===== src/design/sbp_first_derivative_line_unit_assert.svh =====
// assertion macros for the sbp first-derivative line unit
// used by the modules that check their own control logic
`ifndef SBP_FIRST_DERIVATIVE_LINE_UNIT_ASSERT_SVH
`define SBP_FIRST_DERIVATIVE_LINE_UNIT_ASSERT_SVH

// plain property checked on every clock outside reset
`define SBP_ASSERT(lbl, clk, rst, prop, msg) \
   lbl: assert property (@(posedge clk) disable iff (rst) (prop)) else $error(msg);

// same-cycle implication checked outside reset
`define SBP_ASSERT_IMP(lbl, clk, rst, ante, cons, msg) \
   lbl: assert property (@(posedge clk) disable iff (rst) (ante) |-> (cons)) else $error(msg);

`endif


===== src/design/sbp_pkg.sv =====
// shared types, constants and coefficient table for the sbp derivative unit
// no dependencies
`timescale 1ns / 1ps
package sbp_pkg;

   localparam int WindowDepth = 9;
   localparam int SampleBits  = 24;
   localparam int CoefBits    = 24;
   localparam int ProdBits    = SampleBits + CoefBits;
   localparam int SumBits     = ProdBits + 4;
   localparam int FracBits    = 22;
   localparam int DerivBits   = 27;
   localparam int IndexBits   = 12;
   localparam int LenBits     = 13;
   localparam int OrderBits   = 3;
   localparam int CsrIdxBits  = 2;

   localparam logic [CsrIdxBits-1:0] CSR_ORDER  = 2'd0;
   localparam logic [CsrIdxBits-1:0] CSR_LENGTH = 2'd1;

   typedef enum logic [1:0] {
      KIND_LEFT,
      KIND_INTERIOR,
      KIND_RIGHT
   } job_kind_type;

   // one derivative point handed from the sequencer to the tap row
   typedef struct packed {
      logic                 valid;
      job_kind_type         kind;
      logic [2:0]           row;
      logic [OrderBits-1:0] order;
      logic [IndexBits-1:0] idx;
      logic                 last;
   } job_type;

   // [p-2][row][tap], row 0 interior, rows 1.. left closure, signed q2.22
   localparam logic signed [CoefBits-1:0] COEF_TAB [0:2][0:6][0:8] = '{
      '{
         '{-24'sd2097152, 24'sd0, 24'sd2097152, 24'sd0, 24'sd0, 24'sd0, 24'sd0,
           24'sd0, 24'sd0},
         '{-24'sd4194304, 24'sd4194304, 24'sd0, 24'sd0, 24'sd0, 24'sd0, 24'sd0,
           24'sd0, 24'sd0},
         '{-24'sd2097152, 24'sd0, 24'sd2097152, 24'sd0, 24'sd0, 24'sd0, 24'sd0,
           24'sd0, 24'sd0},
         '{9{24'sd0}}, '{9{24'sd0}}, '{9{24'sd0}}, '{9{24'sd0}}
      },
      '{
         '{24'sd349525, -24'sd2796203, 24'sd0, 24'sd2796203, -24'sd349525,
           24'sd0, 24'sd0, 24'sd0, 24'sd0},
         '{-24'sd5921370, 24'sd7278351, -24'sd986895, -24'sd370086, 24'sd0,
           24'sd0, 24'sd0, 24'sd0, 24'sd0},
         '{-24'sd2097152, 24'sd0, 24'sd2097152, 24'sd0, 24'sd0, 24'sd0, 24'sd0,
           24'sd0, 24'sd0},
         '{24'sd390168, -24'sd2877488, 24'sd0, 24'sd2877488, -24'sd390168,
           24'sd0, 24'sd0, 24'sd0, 24'sd0},
         '{24'sd128397, 24'sd0, -24'sd2525142, 24'sd0, 24'sd2739137,
           -24'sd342392, 24'sd0, 24'sd0, 24'sd0},
         '{9{24'sd0}}, '{9{24'sd0}}
      },
      '{
         '{-24'sd69905, 24'sd629146, -24'sd3145728, 24'sd0, 24'sd3145728,
           -24'sd629146, 24'sd69905, 24'sd0, 24'sd0},
         '{-24'sd6637627, 24'sd8375189, 24'sd20128, -24'sd2809621, 24'sd1051931,
           24'sd0, 24'sd0, 24'sd0, 24'sd0},
         '{-24'sd1903154, 24'sd0, 24'sd856225, 24'sd1782803, -24'sd812814,
           24'sd76940, 24'sd0, 24'sd0, 24'sd0},
         '{-24'sd10134, -24'sd1897055, 24'sd0, 24'sd997907, 24'sd1448770,
           -24'sd539489, 24'sd0, 24'sd0, 24'sd0},
         '{24'sd715590, -24'sd1998210, -24'sd504819, 24'sd0, 24'sd1791391,
           -24'sd60304, 24'sd56352, 24'sd0, 24'sd0},
         '{-24'sd364550, 24'sd1239601, -24'sd997237, -24'sd2437492, 24'sd0,
           24'sd3173088, -24'sd690087, 24'sd76676, 24'sd0},
         '{24'sd0, -24'sd105510, 24'sd333909, 24'sd73782, -24'sd2853179, 24'sd0,
           24'sd3102565, -24'sd620513, 24'sd68946}
      }
   };

   // coefficient that multiplies window slot k (0 newest) for one job
   function automatic logic signed [CoefBits-1:0] tap_coef(
      input logic [OrderBits-1:0] p,
      input job_kind_type         kind,
      input logic [2:0]           row,
      input logic [3:0]           k
   );
      logic [1:0] pi;
      logic [3:0] w;
      logic [3:0] span;
      logic [3:0] tap;
      logic [2:0] r;
      logic       use_it;
      pi     = p[1:0] - 2'd2;
      w      = 4'(3 * (p - 3'd1));
      span   = 4'(2 * p - 3'd2);
      tap    = 4'd0;
      r      = row;
      use_it = 1'b0;
      unique case (kind)
         KIND_LEFT: begin
            use_it = (k < w);
            tap    = w - 4'd1 - k;
         end
         KIND_INTERIOR: begin
            use_it = (k <= span);
            tap    = span - k;
            r      = 3'd0;
         end
         KIND_RIGHT: begin
            use_it = (k < w);
            tap    = k;
         end
         default: use_it = 1'b0;
      endcase
      if (use_it && tap <= 4'd8 && r <= 3'd6 && pi <= 2'd2) begin
         return COEF_TAB[pi][r][tap];
      end
      return '0;
   endfunction

endpackage


===== src/design/sbp_tap_cell.sv =====
// one window cell: holds a sample, passes it on, multiplies by its coefficient
// depends on sbp_pkg
`timescale 1ns / 1ps
module sbp_tap_cell import sbp_pkg::*; (
   input  logic                        clock,
   input  logic                        reset,
   input  logic                        shift_en,
   input  logic                        capture_en,
   input  logic signed [SampleBits-1:0] sample_in,
   input  logic signed [CoefBits-1:0]  coef,
   output logic signed [SampleBits-1:0] sample_out,
   output logic signed [ProdBits-1:0]  product
);

   logic signed [SampleBits-1:0] sample_ff;
   logic signed [ProdBits-1:0]   prod_ff;

   // sample moves one cell older on each accepted item
   always_ff @(posedge clock) begin
      if (reset) begin
         sample_ff <= '0;
      end else if (shift_en) begin
         sample_ff <= sample_in;
      end
   end

   // product of the held sample and the coefficient of the issued point
   always_ff @(posedge clock) begin
      if (capture_en) begin
         prod_ff <= sample_ff * coef;
      end
   end

   assign sample_out = sample_ff;
   assign product    = prod_ff;

endmodule


===== config.mk =====
export PLATFORM = sky130hd
export DESIGN_NAME = sbp_tap_cell
export DESIGN_NICKNAME = d
export VERILOG_FILES = /design/src/design/sbp_first_derivative_line_unit_assert.svh /design/src/design/sbp_pkg.sv /design/src/design/sbp_tap_cell.sv
export SDC_FILE = /design/constraint.sdc
export NUM_CORES = 2
export LEC_CHECK = 0
export BUFFER_PORTS_ARGS = -buffer_cell sky130_fd_sc_hd__buf_4
export CAP_MARGIN = 20
export CORE_ASPECT_RATIO = 0.9
export CORE_MARGIN = 2
export CORE_UTILIZATION = 65
export DETAILED_ROUTE_END_ITERATION = 8
export PLACE_DENSITY = 0.84
export REMOVE_ABC_BUFFERS = 1
export SLEW_MARGIN = 25
export SYNTH_ARGS = -nofsm -noshare
export SYNTH_HDL_FRONTEND = slang
export SYNTH_SLANG_ARGS = --single-unit

===== constraint.sdc =====
create_clock -name clock -period 9.51 [get_ports clock]
set_clock_uncertainty 0.15 [all_clocks]
set_input_delay 1.902 -clock clock [delete_from_list [all_inputs] [get_ports clock]]
set_output_delay 1.902 -clock clock [all_outputs]
set_load 0.03 [all_outputs]

Word-level counts from Yosys, hierarchy flattened
Index checks and enable logic that the tools add are counted.
Storage, ports and cells
  logic and storage cells: 3
  bits in registers: 72
  output and inout port bits: 72
Operators by class
  multipliers: 1
Operators by type and width (number)
  24-bit by 24-bit multiplier with 48-bit output: 1

Depth between registers and ports, before layout
  depth after elaboration: 1
  mapped depth: 26
  depth with buffers taken out: 24

Least setup slack after synthesis
OpenSTA, ideal clock, no wires.
  path kind: input port to flip-flop
  start point: input port coef[0]
  end point: register prod_ff[45], in the netlist product[45] (data pin)
  path slack: 0.734 ns
  data arrival time: 8.364 ns
  buffers on the path: 2
  required time: 9.097 ns
  cell stages on the path: 22
  cells stage by stage: clkbuf_1 > nand2_1 > inv_1 > fa_1 > fa_1 > inv_1 > fa_1 > inv_1 > fa_1 > fa_1 > fa_1 > fa_1 > ha_1 > clkdlybuf4s50_2 > and3_1 > a31oi_1 > o21ai_0 > a21oi_1 > o21ai_0 > a21oi_1 > o41ai_2 > xnor2_1
Between the ends
  longest elaborated chain between the ends: 1
RTL lines
  start: declaration: RTL line sbp_tap_cell.sv:10  | input logic signed [CoefBits-1:0] coef,
  24-bit by 24-bit multiplier with 48-bit output: RTL line sbp_tap_cell.sv:30  | prod_ff <= sample_ff * coef;
  end signal: assignment: RTL line sbp_tap_cell.sv:30
  end: declaration: RTL line sbp_tap_cell.sv:16  | logic signed [ProdBits-1:0] prod_ff;
No other way between the ends.
A chain may end at the register's enable or synchronous reset.

Worst setup path after layout
  start point: input port coef[0]
  end point: register prod_ff[47], in the netlist product[47] (data pin)
Same word-level chain as after synthesis.

==> results.ini <==
[global_route]
grt-busiest-layer=met2
use_met2=0.5639
grt_pass1_wl_mm=99.12
grt_util_met1=0.4567
grt_pass1_vias=19040
grt_use_met3=0.07072
grt_max_degree=49
grt_overflow=0
track_usage=0.3457
antenna_found_initial=1

[sta]
fin_crit_sh=0.9215
finalSetupViolCount=0
worst_slew_pin_slew_ns=1.156
fin_crit_ns=8.763
finalHoldViolCount=0
fin_setup_tns_ns=0
slew_viol_final=0
max_freq_ghz=0.1141
rsz0062_at_grt=no
relSlewSlack=0.2284
timing.hold.ws_ns=0.3672

[die]
rows=66
die_w_um=204.6
ios=124
core_area_um2=35920
initial_core_util=0.6556
dieArea_um2=37770
die_height_um=184.6

[clocking]
clk-insertion-delay-late_ns=0.35
postCtsHoldBufs=0
root_buffer=clkbuf_16
numCtsBuffers=9
cts.sinks=72
path_clk_slew_ns=0.07
htree_levels=3
cts_max_path_buffers=2
post_cts_buffers=0
cts_resized=0
cts_tree=done

[hold_path]
hold_class=reg -> reg

[final_layout]
multi_input_area_um2=18900
stdcell_area_um2=25160
seq_area_um2=1928
fin_nets=3295
syn2layout_area_growth_pct=6.843
post-route-util=0.7005
fillers=2670
diodes=0
drive_above_1_share=0.07738

[detailed_routing]
post-route-drc-count=0
wl_per_cell_um=20.17
routed_wl_mm=60.17
firstDrtPassIters=8
initialDrtViolationCount=1209
ant_nets=0
vias=17060
viasPerCell=5.719

[synth]
synth.distinct_cells=63
synth_area_per_cell_um2=9.648
seq_area_frac_synth=0.08160
async_reset_ff_frac=0
ys_seq_elements=72
synth_area_um2=23550
synth_top_area_frac=0.5160
synthFlopType=edfxtp_1
yosysTopAreaCell=fa_1
synth_edf_count=48
yosys_warnings=0
synth_cells=2441
synthTopCellsByArea=fa_1, inv_1, and2_1, ha_1, edfxtp_1

[outcome]
status=finished clean

[critical_path]
critical_path_arrival_ns=8.72
worst_ep_required_time_ns=9.47
worstPathMaxFanout=14
end_kind=flip-flop
setup.worst_path.start_class=primary input
crit_type=in -> reg

[place]
hpwl_mm=49.56
globalplace.congestion=0.9750
io_buffers=123
place_area_um2=24880

[flow_run]
cap_violations=0

==> synthesized netlist by cell type (9+ instances only) <==
| cell | instances |
|---|---|
| fa_1 | 607 |
| inv_1 | 599 |
| nand2_1 | 305 |
| and2_1 | 273 |
| ha_1 | 134 |
| clkbuf_1 | 99 |
| nor2_1 | 69 |
| edfxtp_1 | 48 |
| a21oi_1 | 45 |
| xnor2_1 | 40 |
| mux2i_1 | 26 |
| dfxtp_1 | 24 |
| a21o_1 | 20 |
| nand3_1 | 19 |
| o21ai_0 | 18 |
| nand2b_1 | 9 |
==> logic make-up after synthesis <==
| logic type | share of synthesized area |
|---|---|
| adders and majority gates | 0.5872 |
| DFF | 0.08160 |
| muxes | 0.01105 |
| AOI/OAI and AO/OA | 0.03804 |
| and+or+nand+nor | 0.1486 |
| buffers and inverters | 0.1157 |
| xor gates and xnor gates | 0.01785 |
==> metal layers <==
metal | up-vias | wire length, µm
met5 | - | 0
met4 | 0 | 2592
met3 | 178 | 5965
met2 | 883 | 29020
met1 | 8779 | 22590
li1 | 7220 | -
==> stage by stage <==
| step | std cells | worst slack (ns) |
|---|---|---|
| after floorplan | 2331 | 1.082 |
| after global placement | 2967 | 0.4652 |
| after detailed placement | 2967 | 0.4313 |
| after CTS | 2983 | 0.7752 |
| after global routing | 2983 | 0.3787 |
| final | 2983 | 0.7466 |
==> worst paths after layout <==
check                       from  slack [ns]  depth (start not counted)              to
setup / recovery         coef[0]        0.75                         25     product[47]
hold / removal    sample_out[19]        0.37                          2  sample_out[19]
setup reg to reg   sample_out[5]        1.57                         21     product[47]
hold reg to reg   sample_out[19]        0.37                          2  sample_out[19]
==> cell type report <==
type | count | area share
timing repair buffer | 160 | 0.04773
tap | 476 | 0.02367
clock inverter | 7 | 0.002238
clock buffer | 9 | 0.008950
inverter | 600 | 0.08950
sequential | 72 | 0.07662
multi-input combinational | 1659 | 0.7513
==> cells in the final DEF (no fill, tap or decap), types with 8 or more instances in the layout <==
master     instances
a21o_1            20
a21oi_1           45
and2_1           273
buf_4            160
clkbuf_16          9
dfxtp_1           19
edfxtp_1          48
fa_1             607
ha_1             134
inv_1            599
mux2i_1           26
nand2_1          305
nand2b_1           9
nand3_1           19
nor2_1            69
nor3_1             8
o21a_1             8
o21ai_0           18
xnor2_1           40
xor2_1             8
==> critical path, cell delays in order <==
cell       delay (ns)
buf_4            0.16
buf_4            0.21
and2_1           0.19
fa_1             0.53
inv_1            0.05
fa_1             0.51
fa_1             0.54
inv_1            0.05
fa_1             0.51
inv_1            0.06
fa_1             0.52
inv_1            0.05
fa_1             0.51
inv_1            0.06
fa_1             0.49
inv_1            0.05
ha_1             0.36
nand4_1          0.16
nor3_2           0.18
o2111ai_1        0.21
a31oi_2          0.44
o211ai_1         0.18
a2111oi_1        0.52
o211a_1          0.22
nor3_1           0.05
==> registers in the layout (all words and copies together) (netlist names) <==
| name | count |
|---|---|
| product | 48 |
| sample_out | 24 |
Power is not shown: default switching activity piles up to over one toggle a cycle in this logic, so the estimate is an artifact.
