[src/design/sbp_first_derivative_line_unit_assert.svh]
// assertion macros for the sbp first-derivative line unit
// used by the modules that check their own control logic
`ifndef SBP_FIRST_DERIVATIVE_LINE_UNIT_ASSERT_SVH
`define SBP_FIRST_DERIVATIVE_LINE_UNIT_ASSERT_SVH

// plain property checked on every clock outside reset
`define SBP_ASSERT(lbl, clk, rst, prop, msg) \
   lbl: assert property (@(posedge clk) disable iff (rst) (prop)) else $error(msg);

// same-cycle implication checked outside reset
`define SBP_ASSERT_IMP(lbl, clk, rst, ante, cons, msg) \
   lbl: assert property (@(posedge clk) disable iff (rst) (ante) |-> (cons)) else $error(msg);

`endif

[src/design/sbp_pkg.sv]
// shared types, constants and coefficient table for the sbp derivative unit
// no dependencies
`timescale 1ns / 1ps
package sbp_pkg;

   localparam int WindowDepth = 9;
   localparam int SampleBits  = 24;
   localparam int CoefBits    = 24;
   localparam int ProdBits    = SampleBits + CoefBits;
   localparam int SumBits     = ProdBits + 4;
   localparam int FracBits    = 22;
   localparam int DerivBits   = 27;
   localparam int IndexBits   = 12;
   localparam int LenBits     = 13;
   localparam int OrderBits   = 3;
   localparam int CsrIdxBits  = 2;

   localparam logic [CsrIdxBits-1:0] CSR_ORDER  = 2'd0;
   localparam logic [CsrIdxBits-1:0] CSR_LENGTH = 2'd1;

   typedef enum logic [1:0] {
      KIND_LEFT,
      KIND_INTERIOR,
      KIND_RIGHT
   } job_kind_type;

   // one derivative point handed from the sequencer to the tap row
   typedef struct packed {
      logic                 valid;
      job_kind_type         kind;
      logic [2:0]           row;
      logic [OrderBits-1:0] order;
      logic [IndexBits-1:0] idx;
      logic                 last;
   } job_type;

   // [p-2][row][tap], row 0 interior, rows 1.. left closure, signed q2.22
   localparam logic signed [CoefBits-1:0] COEF_TAB [0:2][0:6][0:8] = '{
      '{
         '{-24'sd2097152, 24'sd0, 24'sd2097152, 24'sd0, 24'sd0, 24'sd0, 24'sd0,
           24'sd0, 24'sd0},
         '{-24'sd4194304, 24'sd4194304, 24'sd0, 24'sd0, 24'sd0, 24'sd0, 24'sd0,
           24'sd0, 24'sd0},
         '{-24'sd2097152, 24'sd0, 24'sd2097152, 24'sd0, 24'sd0, 24'sd0, 24'sd0,
           24'sd0, 24'sd0},
         '{9{24'sd0}}, '{9{24'sd0}}, '{9{24'sd0}}, '{9{24'sd0}}
      },
      '{
         '{24'sd349525, -24'sd2796203, 24'sd0, 24'sd2796203, -24'sd349525,
           24'sd0, 24'sd0, 24'sd0, 24'sd0},
         '{-24'sd5921370, 24'sd7278351, -24'sd986895, -24'sd370086, 24'sd0,
           24'sd0, 24'sd0, 24'sd0, 24'sd0},
         '{-24'sd2097152, 24'sd0, 24'sd2097152, 24'sd0, 24'sd0, 24'sd0, 24'sd0,
           24'sd0, 24'sd0},
         '{24'sd390168, -24'sd2877488, 24'sd0, 24'sd2877488, -24'sd390168,
           24'sd0, 24'sd0, 24'sd0, 24'sd0},
         '{24'sd128397, 24'sd0, -24'sd2525142, 24'sd0, 24'sd2739137,
           -24'sd342392, 24'sd0, 24'sd0, 24'sd0},
         '{9{24'sd0}}, '{9{24'sd0}}
      },
      '{
         '{-24'sd69905, 24'sd629146, -24'sd3145728, 24'sd0, 24'sd3145728,
           -24'sd629146, 24'sd69905, 24'sd0, 24'sd0},
         '{-24'sd6637627, 24'sd8375189, 24'sd20128, -24'sd2809621, 24'sd1051931,
           24'sd0, 24'sd0, 24'sd0, 24'sd0},
         '{-24'sd1903154, 24'sd0, 24'sd856225, 24'sd1782803, -24'sd812814,
           24'sd76940, 24'sd0, 24'sd0, 24'sd0},
         '{-24'sd10134, -24'sd1897055, 24'sd0, 24'sd997907, 24'sd1448770,
           -24'sd539489, 24'sd0, 24'sd0, 24'sd0},
         '{24'sd715590, -24'sd1998210, -24'sd504819, 24'sd0, 24'sd1791391,
           -24'sd60304, 24'sd56352, 24'sd0, 24'sd0},
         '{-24'sd364550, 24'sd1239601, -24'sd997237, -24'sd2437492, 24'sd0,
           24'sd3173088, -24'sd690087, 24'sd76676, 24'sd0},
         '{24'sd0, -24'sd105510, 24'sd333909, 24'sd73782, -24'sd2853179, 24'sd0,
           24'sd3102565, -24'sd620513, 24'sd68946}
      }
   };

   // coefficient that multiplies window slot k (0 newest) for one job
   function automatic logic signed [CoefBits-1:0] tap_coef(
      input logic [OrderBits-1:0] p,
      input job_kind_type         kind,
      input logic [2:0]           row,
      input logic [3:0]           k
   );
      logic [1:0] pi;
      logic [3:0] w;
      logic [3:0] span;
      logic [3:0] tap;
      logic [2:0] r;
      logic       use_it;
      pi     = p[1:0] - 2'd2;
      w      = 4'(3 * (p - 3'd1));
      span   = 4'(2 * p - 3'd2);
      tap    = 4'd0;
      r      = row;
      use_it = 1'b0;
      unique case (kind)
         KIND_LEFT: begin
            use_it = (k < w);
            tap    = w - 4'd1 - k;
         end
         KIND_INTERIOR: begin
            use_it = (k <= span);
            tap    = span - k;
            r      = 3'd0;
         end
         KIND_RIGHT: begin
            use_it = (k < w);
            tap    = k;
         end
         default: use_it = 1'b0;
      endcase
      if (use_it && tap <= 4'd8 && r <= 3'd6 && pi <= 2'd2) begin
         return COEF_TAB[pi][r][tap];
      end
      return '0;
   endfunction

endpackage

[src/design/sbp_job_seq.sv]
// point sequencer: line counters, config registers, issue of derivative points
// depends on sbp_pkg and the assertion macro header
`timescale 1ns / 1ps
`include "sbp_first_derivative_line_unit_assert.svh"
module sbp_job_seq import sbp_pkg::*; (
   input  logic                  clock,
   input  logic                  reset,
   input  logic                  csr_we,
   input  logic [CsrIdxBits-1:0] csr_index,
   input  logic [LenBits-1:0]    csr_wdata,
   input  logic                  req_valid,
   input  logic                  advance,
   output logic                  req_ready,
   output logic                  accept,
   output job_type               job
);

   logic [OrderBits-1:0] order_ff;
   logic [LenBits-1:0]   length_ff;
   logic [LenBits-1:0]   count_ff, count_in;
   logic [2:0]           jobs_ff, jobs_in;
   job_kind_type         kind_ff, kind_in;
   logic [2:0]           row_ff, row_in;
   logic [IndexBits-1:0] idx_ff, idx_in;

   logic [OrderBits-1:0] p;
   logic [LenBits-1:0]   n;
   logic [2:0]           nl;
   logic [3:0]           w;
   logic                 issue;
   logic                 interior;

   // clamp the configured order and length
   always_comb begin
      p = order_ff;
      if (p < 3'd2) p = 3'd2;
      if (p > 3'd4) p = 3'd4;
      n = length_ff;
      if (n < 13'd12)   n = 13'd12;
      if (n > 13'd4096) n = 13'd4096;
      nl = 3'(2 * (p - 3'd1));
      w  = 4'(3 * (p - 3'd1));
   end

   assign issue     = advance && (jobs_ff != 3'd0);
   assign req_ready = advance && (jobs_ff <= 3'd1);
   assign accept    = req_valid && req_ready;
   assign interior  = (count_ff >= LenBits'(w)) &&
                      ((14'(count_ff) + 14'(nl)) < (14'(n) + 14'(p) - 14'd1));

   // next job set and line counter
   always_comb begin
      count_in = count_ff;
      jobs_in  = jobs_ff;
      kind_in  = kind_ff;
      row_in   = row_ff;
      idx_in   = idx_ff;
      if (issue) begin
         jobs_in = jobs_ff - 3'd1;
         idx_in  = idx_ff + 1'b1;
         row_in  = (kind_ff == KIND_RIGHT) ? row_ff - 3'd1 : row_ff + 3'd1;
      end
      if (accept) begin
         count_in = count_ff + 1'b1;
         priority if (count_ff == LenBits'(w) - 1'b1) begin
            jobs_in = nl;
            kind_in = KIND_LEFT;
            row_in  = 3'd1;
            idx_in  = '0;
         end else if (count_ff >= n - 1'b1) begin
            jobs_in  = nl;
            kind_in  = KIND_RIGHT;
            row_in   = nl;
            idx_in   = IndexBits'(n - LenBits'(nl));
            count_in = '0;
         end else if (interior) begin
            jobs_in = 3'd1;
            kind_in = KIND_INTERIOR;
            idx_in  = IndexBits'(count_ff - LenBits'(p) + 1'b1);
         end
      end
      if (csr_we && (csr_index == CSR_ORDER || csr_index == CSR_LENGTH)) begin
         count_in = '0;
      end
   end

   // control registers
   always_ff @(posedge clock) begin
      if (reset) begin
         order_ff  <= 3'd4;
         length_ff <= 13'd64;
         count_ff  <= '0;
         jobs_ff   <= '0;
         kind_ff   <= KIND_LEFT;
         row_ff    <= '0;
         idx_ff    <= '0;
      end else begin
         count_ff <= count_in;
         jobs_ff  <= jobs_in;
         kind_ff  <= kind_in;
         row_ff   <= row_in;
         idx_ff   <= idx_in;
         if (csr_we && csr_index == CSR_ORDER) begin
            order_ff <= csr_wdata[OrderBits-1:0];
         end
         if (csr_we && csr_index == CSR_LENGTH) begin
            length_ff <= csr_wdata;
         end
      end
   end

   // point handed to the tap row this cycle
   always_comb begin
      job.valid = issue;
      job.kind  = kind_ff;
      job.row   = row_ff;
      job.order = p;
      job.idx   = idx_ff;
      job.last  = (LenBits'(idx_ff) == n - 1'b1);
   end

   `SBP_ASSERT_IMP(a_accept_free, clock, reset, accept, jobs_ff == 3'd0 || issue, "item taken over pending points")
   `SBP_ASSERT(a_jobs_bound, clock, reset, jobs_ff <= 3'd6, "more than six pending points")
   `SBP_ASSERT_IMP(a_closure_row, clock, reset, issue && kind_ff != KIND_INTERIOR, row_ff != 3'd0 && row_ff <= nl, "closure row out of range")

endmodule

[config.mk]
export PLATFORM = sky130hd
export DESIGN_NAME = sbp_job_seq
export DESIGN_NICKNAME = d
export VERILOG_FILES = /design/src/design/sbp_pkg.sv /design/src/design/sbp_job_seq.sv
export VERILOG_INCLUDE_DIRS = /design/src /design/src/design
export SDC_FILE = /design/constraint.sdc
export NUM_CORES = 1
export LEC_CHECK = 0
export BUFFER_PORTS_ARGS = -buffer_cell sky130_fd_sc_hd__buf_4
export CAP_MARGIN = 20
export CORE_MARGIN = 1.5
export CORE_UTILIZATION = 40
export DETAILED_ROUTE_END_ITERATION = 8
export PLACE_DENSITY = 0.57
export SLEW_MARGIN = 10
export SYNTH_ARGS = -nofsm -noshare
export SYNTH_HDL_FRONTEND = slang
export SYNTH_SLANG_ARGS = --single-unit
export TNS_END_PERCENT = 20
[constraint.sdc]
create_clock -name clock -period 6.95 [get_ports clock]
set_input_delay 0.3475 -clock clock [delete_from_list [all_inputs] [get_ports clock]]
set_output_delay 0.3475 -clock clock [all_outputs]
set_load 0.05 [all_outputs]
-- Yosys cells after proc, flatten, opt, wreduce, memory -nomap -nowiden
Cells that the tools add are included.
Widths: inputs -> output; s select.
- reductions and logical operators: 13
- magnitude comparators: 8
- equality and inequality tests: 4
- $mul: 1
- multiplexer cells: 24
- add/subtract/negate cells: 14
- operator list (kind ; number):
    $mux 12 ; 5
    $mux 13 ; 4
    $mux 3 ; 12
    $add 13x3->14 ; 2
    $add 12x1->12 const B ; 2
    $sub 12x3->12 ; 2
    $lt 14x14->1 ; 1
    $sub 14x1->14 const B ; 1
    $add 13x1->13 const B ; 1
    $eq 12x13->1 ; 1
    $eq 13x13->1 ; 1
    $ge 13x13->1 ; 1
    $ge 13x4->1 ; 1
    $gt 13x13->1 const B ; 1
    $lt 13x4->1 const B ; 1
    $sub 13x1->13 const B ; 1
    $logic_and 1x1->1 ; 7
    $mux 2 ; 3
    $reduce_bool 3->1 ; 2
    $sub 3x1->3 const B ; 2
    $sub 4x1->5 const B ; 1
    $mul 3x4->4 const A ; 1
    $sub 3x1->4 const B ; 1
    $add 3x1->3 const B ; 1
    other kinds (9) ; 9
- output and inout port bits: 24
- word-level logic and storage cells: 71
- flip-flop bits (word level): 49
- input bits: 20

-- Logic depth before layout (Yosys ltp)
- word-level depth: 12
- gate-level depth with buffers: 23
- mapped depth without buffers: 21

-- Worst setup path after synthesis
No wires, ideal clock.
- kind: reg2reg
- start: register length_ff[7]
- end: register jobs_ff[1]
- path buffers: 1
- period minus slack after synthesis: 4982 ps
- required time: 6818 ps
- slack: 1968 ps
- cell stages (with the launch flop): 23
- library setup time: 132 ps
- arrival time: 4849 ps
- cell sequence: dfxtp_1 or4_4 nor3_4 o21ba_2 inv_1 ha_1 inv_1 fa_1 a21oi_1 o21bai_1 a21oi_1 o21ai_0 a31oi_1 o21ai_0 xor2_1 ha_1 a21o_1 a21o_1 a221oi_1 nand2_1 clkbuf_1 o211ai_1 a21oi_1
- longest elaborated chain between the ends: 12
- elaborated cells on any way between the ends: 14
- classes of those cells: 3 x add/sub; 4 x order compare; 6 x mux; 1 x reduce/logical
- ends and longest elaborated chain (item ; RTL line ; source):
    start: declaration ; sbp_job_seq.sv:19 ; logic [LenBits-1:0] length_ff;
    start signal: assignment ; sbp_job_seq.sv:107 ; length_ff <= csr_wdata;
    $lt 13x4->1 ; sbp_job_seq.sv:39 ; if (n < 13'd12) n = 13'd12;
    $mux 13 * ; sbp_job_seq.sv:39 ;
    $gt 13x13->1 ; sbp_job_seq.sv:40 ; if (n > 13'd4096) n = 13'd4096;
    $mux 13 * ; sbp_job_seq.sv:40 ;
    $add 13x3->14 ; sbp_job_seq.sv:49 ; ((14'(count_ff) + 14'(nl)) < (14'(n) + 14'(p) - 14'd1));
    $sub 14x1->14 ; sbp_job_seq.sv:49 ;
    $lt 14x14->1 ; sbp_job_seq.sv:49 ;
    $logic_and 1x1->1 ; sbp_job_seq.sv:48 ; assign interior = (count_ff >= LenBits'(w)) &&
    $mux 3 ; sbp_job_seq.sv:76 ; end else if (interior) begin
    $mux 3 * ; sbp_job_seq.sv:70 ; end else if (count_ff >= n - 1'b1) begin
    $mux 3 * ; sbp_job_seq.sv:65 ; priority if (count_ff == LenBits'(w) - 1'b1) begin
    $mux 3 * ; sbp_job_seq.sv:63 ; if (accept) begin
    end signal: assignment ; sbp_job_seq.sv:99 ; jobs_ff <= jobs_in;
    end: declaration ; sbp_job_seq.sv:21 ; logic [2:0] jobs_ff, jobs_in;
Mark *: on every way between the ends. The rest lies on a longest branch, timed or not.
A chain may end at the register's enable or synchronous reset.

-- Worst setup path after layout
- start: register length_ff[7]
- end: register idx_ff[10]
- longest elaborated chain between the ends: 12
- elaborated cells on any way between the ends: 15
- classes of those cells: 4 x add/sub; 4 x order compare; 6 x mux; 1 x reduce/logical
- ends and longest elaborated chain (item ; RTL line ; source):
    $lt 13x4->1 ; sbp_job_seq.sv:39 ;
    $mux 13 * ; sbp_job_seq.sv:39 ;
    $gt 13x13->1 ; sbp_job_seq.sv:40 ;
    $mux 13 * ; sbp_job_seq.sv:40 ;
    $add 13x3->14 ; sbp_job_seq.sv:49 ;
    $sub 14x1->14 ; sbp_job_seq.sv:49 ;
    $lt 14x14->1 ; sbp_job_seq.sv:49 ;
    $logic_and 1x1->1 ; sbp_job_seq.sv:48 ;
    $mux 12 ; sbp_job_seq.sv:76 ;
    $mux 12 * ; sbp_job_seq.sv:70 ;
    $mux 12 * ; sbp_job_seq.sv:65 ;
    $mux 12 * ; sbp_job_seq.sv:63 ;
    end signal: assignment ; sbp_job_seq.sv:102 ; idx_ff <= idx_in;
    end: declaration ; sbp_job_seq.sv:24 ; logic [IndexBits-1:0] idx_ff, idx_in;
Marks and branches as above.

==> results.ini <==
[run_status]
status=complete, no violations

[drt]
antenna_left=0
routedWlPerCell_um=19.31
via_count=5590
routed_wirelength_um=18840
drtIter0Drc=459
dr.pass1.iters=5
drcViolationCount=0
via_per_inst=5.727

[yosys]
yosys.cell_types.count=81
syn_area_mm2=0.006013
synth_nets=887
synthCells=763
synth_edf_count=0
synth_seq_cells=49
syn_area_per_cell_um2=7.881
ys_seq_area_share_pct=16.31
yosysWarnings=0
synth_top_flop_cell=dfxtp_1
async_reset_ff_share_pct=0

[sta]
tightest_slew_ns=0.9498
drv_slew=0
min_period_ns=6.004
rsz0062_at_grt=false
timing.hold.ws_ns=0.2682
maxSlewHeadroom_pct=36.19
hold_viol_final=0
tns_ns=0
fin_crit_sh_pct=86.38
fmax_mhz=166.6
clock_skew_ns=0.009674
setup_viol=0

[final_layout]
layout_commonest_cell=ha_1
final-instance-count-excl-fill=976
fin_area_mm2=0.006613
final_nets=915
num_antenna_cells=0
area_growth_pct=9.967
drive_gt1_share_pct=9.848
final_cell_mix=ha_1, nand2_1, xnor2_1, inv_1, a21oi_1

[clocking]
htree_levels=2
clk_path_buf_depth=2
cts_resized=0
post-cts-setup-buffers=0
ctsRootBufferMaster=clkbuf_16
clock-sinks=49
cts_tree=done
clkLatencyLatePin_ns=0.30
hold_buffers=0
clk_pin_slew_ns=0.07
numCtsBuffers=5

[setup_path]
r2r_slack_ns=0.95
cp_max_fo=15
required_ns=7.14
endpoint_kind=flip-flop
cp.arrival_ns=6.19
cp-start-kind=flip-flop
critical_path_class=flip-flop to flip-flop

[power]
p_leak_nw=2.829
peakVddDrop_v=0.0001332
power_density_mw_per_mm2=154.9

[grt]
grt.busiest_layer=met2
gr-usage-met1_pct=33.82
antenna_found_initial=0
grt_pass1_vias=5393
grt_overflow=0
grt_usage_pct=23.73
grtUsageMet2_pct=37.50
grt_max_degree=28
met3_usage_pct=2.464
grt_pass1_wl_um=29620

[place]
placed_cell_area_mm2=0.006466
port_buffers=43
placedCellCount=968
hpwlAfterDp_um=15320
place.gp.congestion=0.9012

[floorplanning]
core.rowCount=44
die_h_um=125.6
die_w_um=125.6
io_pins=44
start_util_pct=41.22
die-area_mm2=0.01578
core_area_mm2=0.01459

[run]
cap_violations=0

[min_path]
min_path_type=input pin to flip-flop

-- critical path, stage by stage (launching register included) --
cell	delay, ns
dfxtp_1	0.35
or4_4	0.59
nor3_4	0.36
o21ba_2	0.24
inv_1	0.08
ha_1	0.28
inv_1	0.07
ha_1	0.29
a21o_1	0.18
a21oi_1	0.21
o21bai_1	0.11
a221oi_1	0.42
o211ai_1	0.16
a21oi_1	0.20
xnor2_1	0.16
ha_1	0.28
a21o_1	0.17
a221oi_1	0.67
nand2_1	0.54
o2111a_1	0.27
a221o_1	0.25
-- power by group --
part,total (W),internal [W],switching (W)
Sequential,0.000324,0.000298,0.0000265
Clock,0.000253,0.000134,0.000119
Combinational,0.000446,0.000169,0.000277
-- metal layers --
layer	wire length [um]	vias up	share of wire [%]
met5	0	-	0
met4	520	0	2.8
li1	-	2765	-
met2	8426	131	45
met3	719	24	3.8
met1	9175	2670	49
-- path summary, 6_finish.rpt --
kind,start,end,cells after the start
worst min register to register,order_ff[1],order_ff[1],2
worst max register to register,length_ff[7],idx_ff[10],20
worst max-delay path,length_ff[7],idx_ff[10],20
worst min-delay path,csr_wdata[6],length_ff[6],3
-- synth_stat cells (all sizes together) (6+ instances only) --
cell type	n	area, um^2
xor2	15	131.4
nor3	11	66.32
nor2	45	168.9
nor2b	13	81.33
o211ai	8	60.06
clkbuf	19	71.32
nand4	19	118.9
a21o	7	52.55
o21ai	23	115.1
o21bai	8	60.06
nand2	78	292.8
buf	6	51.29
or3	6	47.54
nor3b	6	45.04
xnor2	72	638.1
and3	9	57.56
nand2b	13	81.33
a31oi	9	56.30
nand3	31	160.1
o21a	7	52.55
a21oi	55	275.3
ha	99	1239
inv	61	229.0
dfxtp	49	980.9
-- cells by family after synthesis --
group / synth area share, %
DFF: 16.31
AOI/OAI and AO/OA: 19.98
adders and majority gates: 22.26
xor gates and xnor gates: 12.80
buffers and inverters: 5.909
and+or+nand+nor: 22.74
-- registers in the layout (all words and copies together) (netlist names) --
| name | count |
|---|---|
| count_ff | 13 |
| length_ff | 13 |
| idx_ff | 12 |
| jobs_ff | 3 |
| order_ff | 3 |
| row_ff | 3 |
| kind_ff | 2 |
-- metrics by stage --
stage | utilization (%) | setup WS, ns | power, W
final | 45.33 | 0.9463 | 0.001024
after global routing | 45.33 | 0.5110 | 0.001084
after detailed placement | 44.32 | 1.059 | 0.0007715
after floorplan | - | 1.968 | 0.0006538
after global placement | 44.32 | 1.257 | 0.0007659
after CTS | 45.33 | 1.022 | 0.001026
-- area by class of cell --
| type | instances | area, um^2 |
|---|---|---|
| Fill cell | 1453 | 7976 |
| Multi-Input combinational cell | 627 | 4677 |
| Sequential cell | 49 | 980.9 |
| Timing Repair Buffer | 46 | 345.3 |
| Inverter | 62 | 232.7 |
| Tap cell | 184 | 230.2 |
| Clock buffer | 5 | 125.1 |
| Clock inverter | 3 | 21.27 |
No activity file was read; power rests on OpenSTA's default activity.
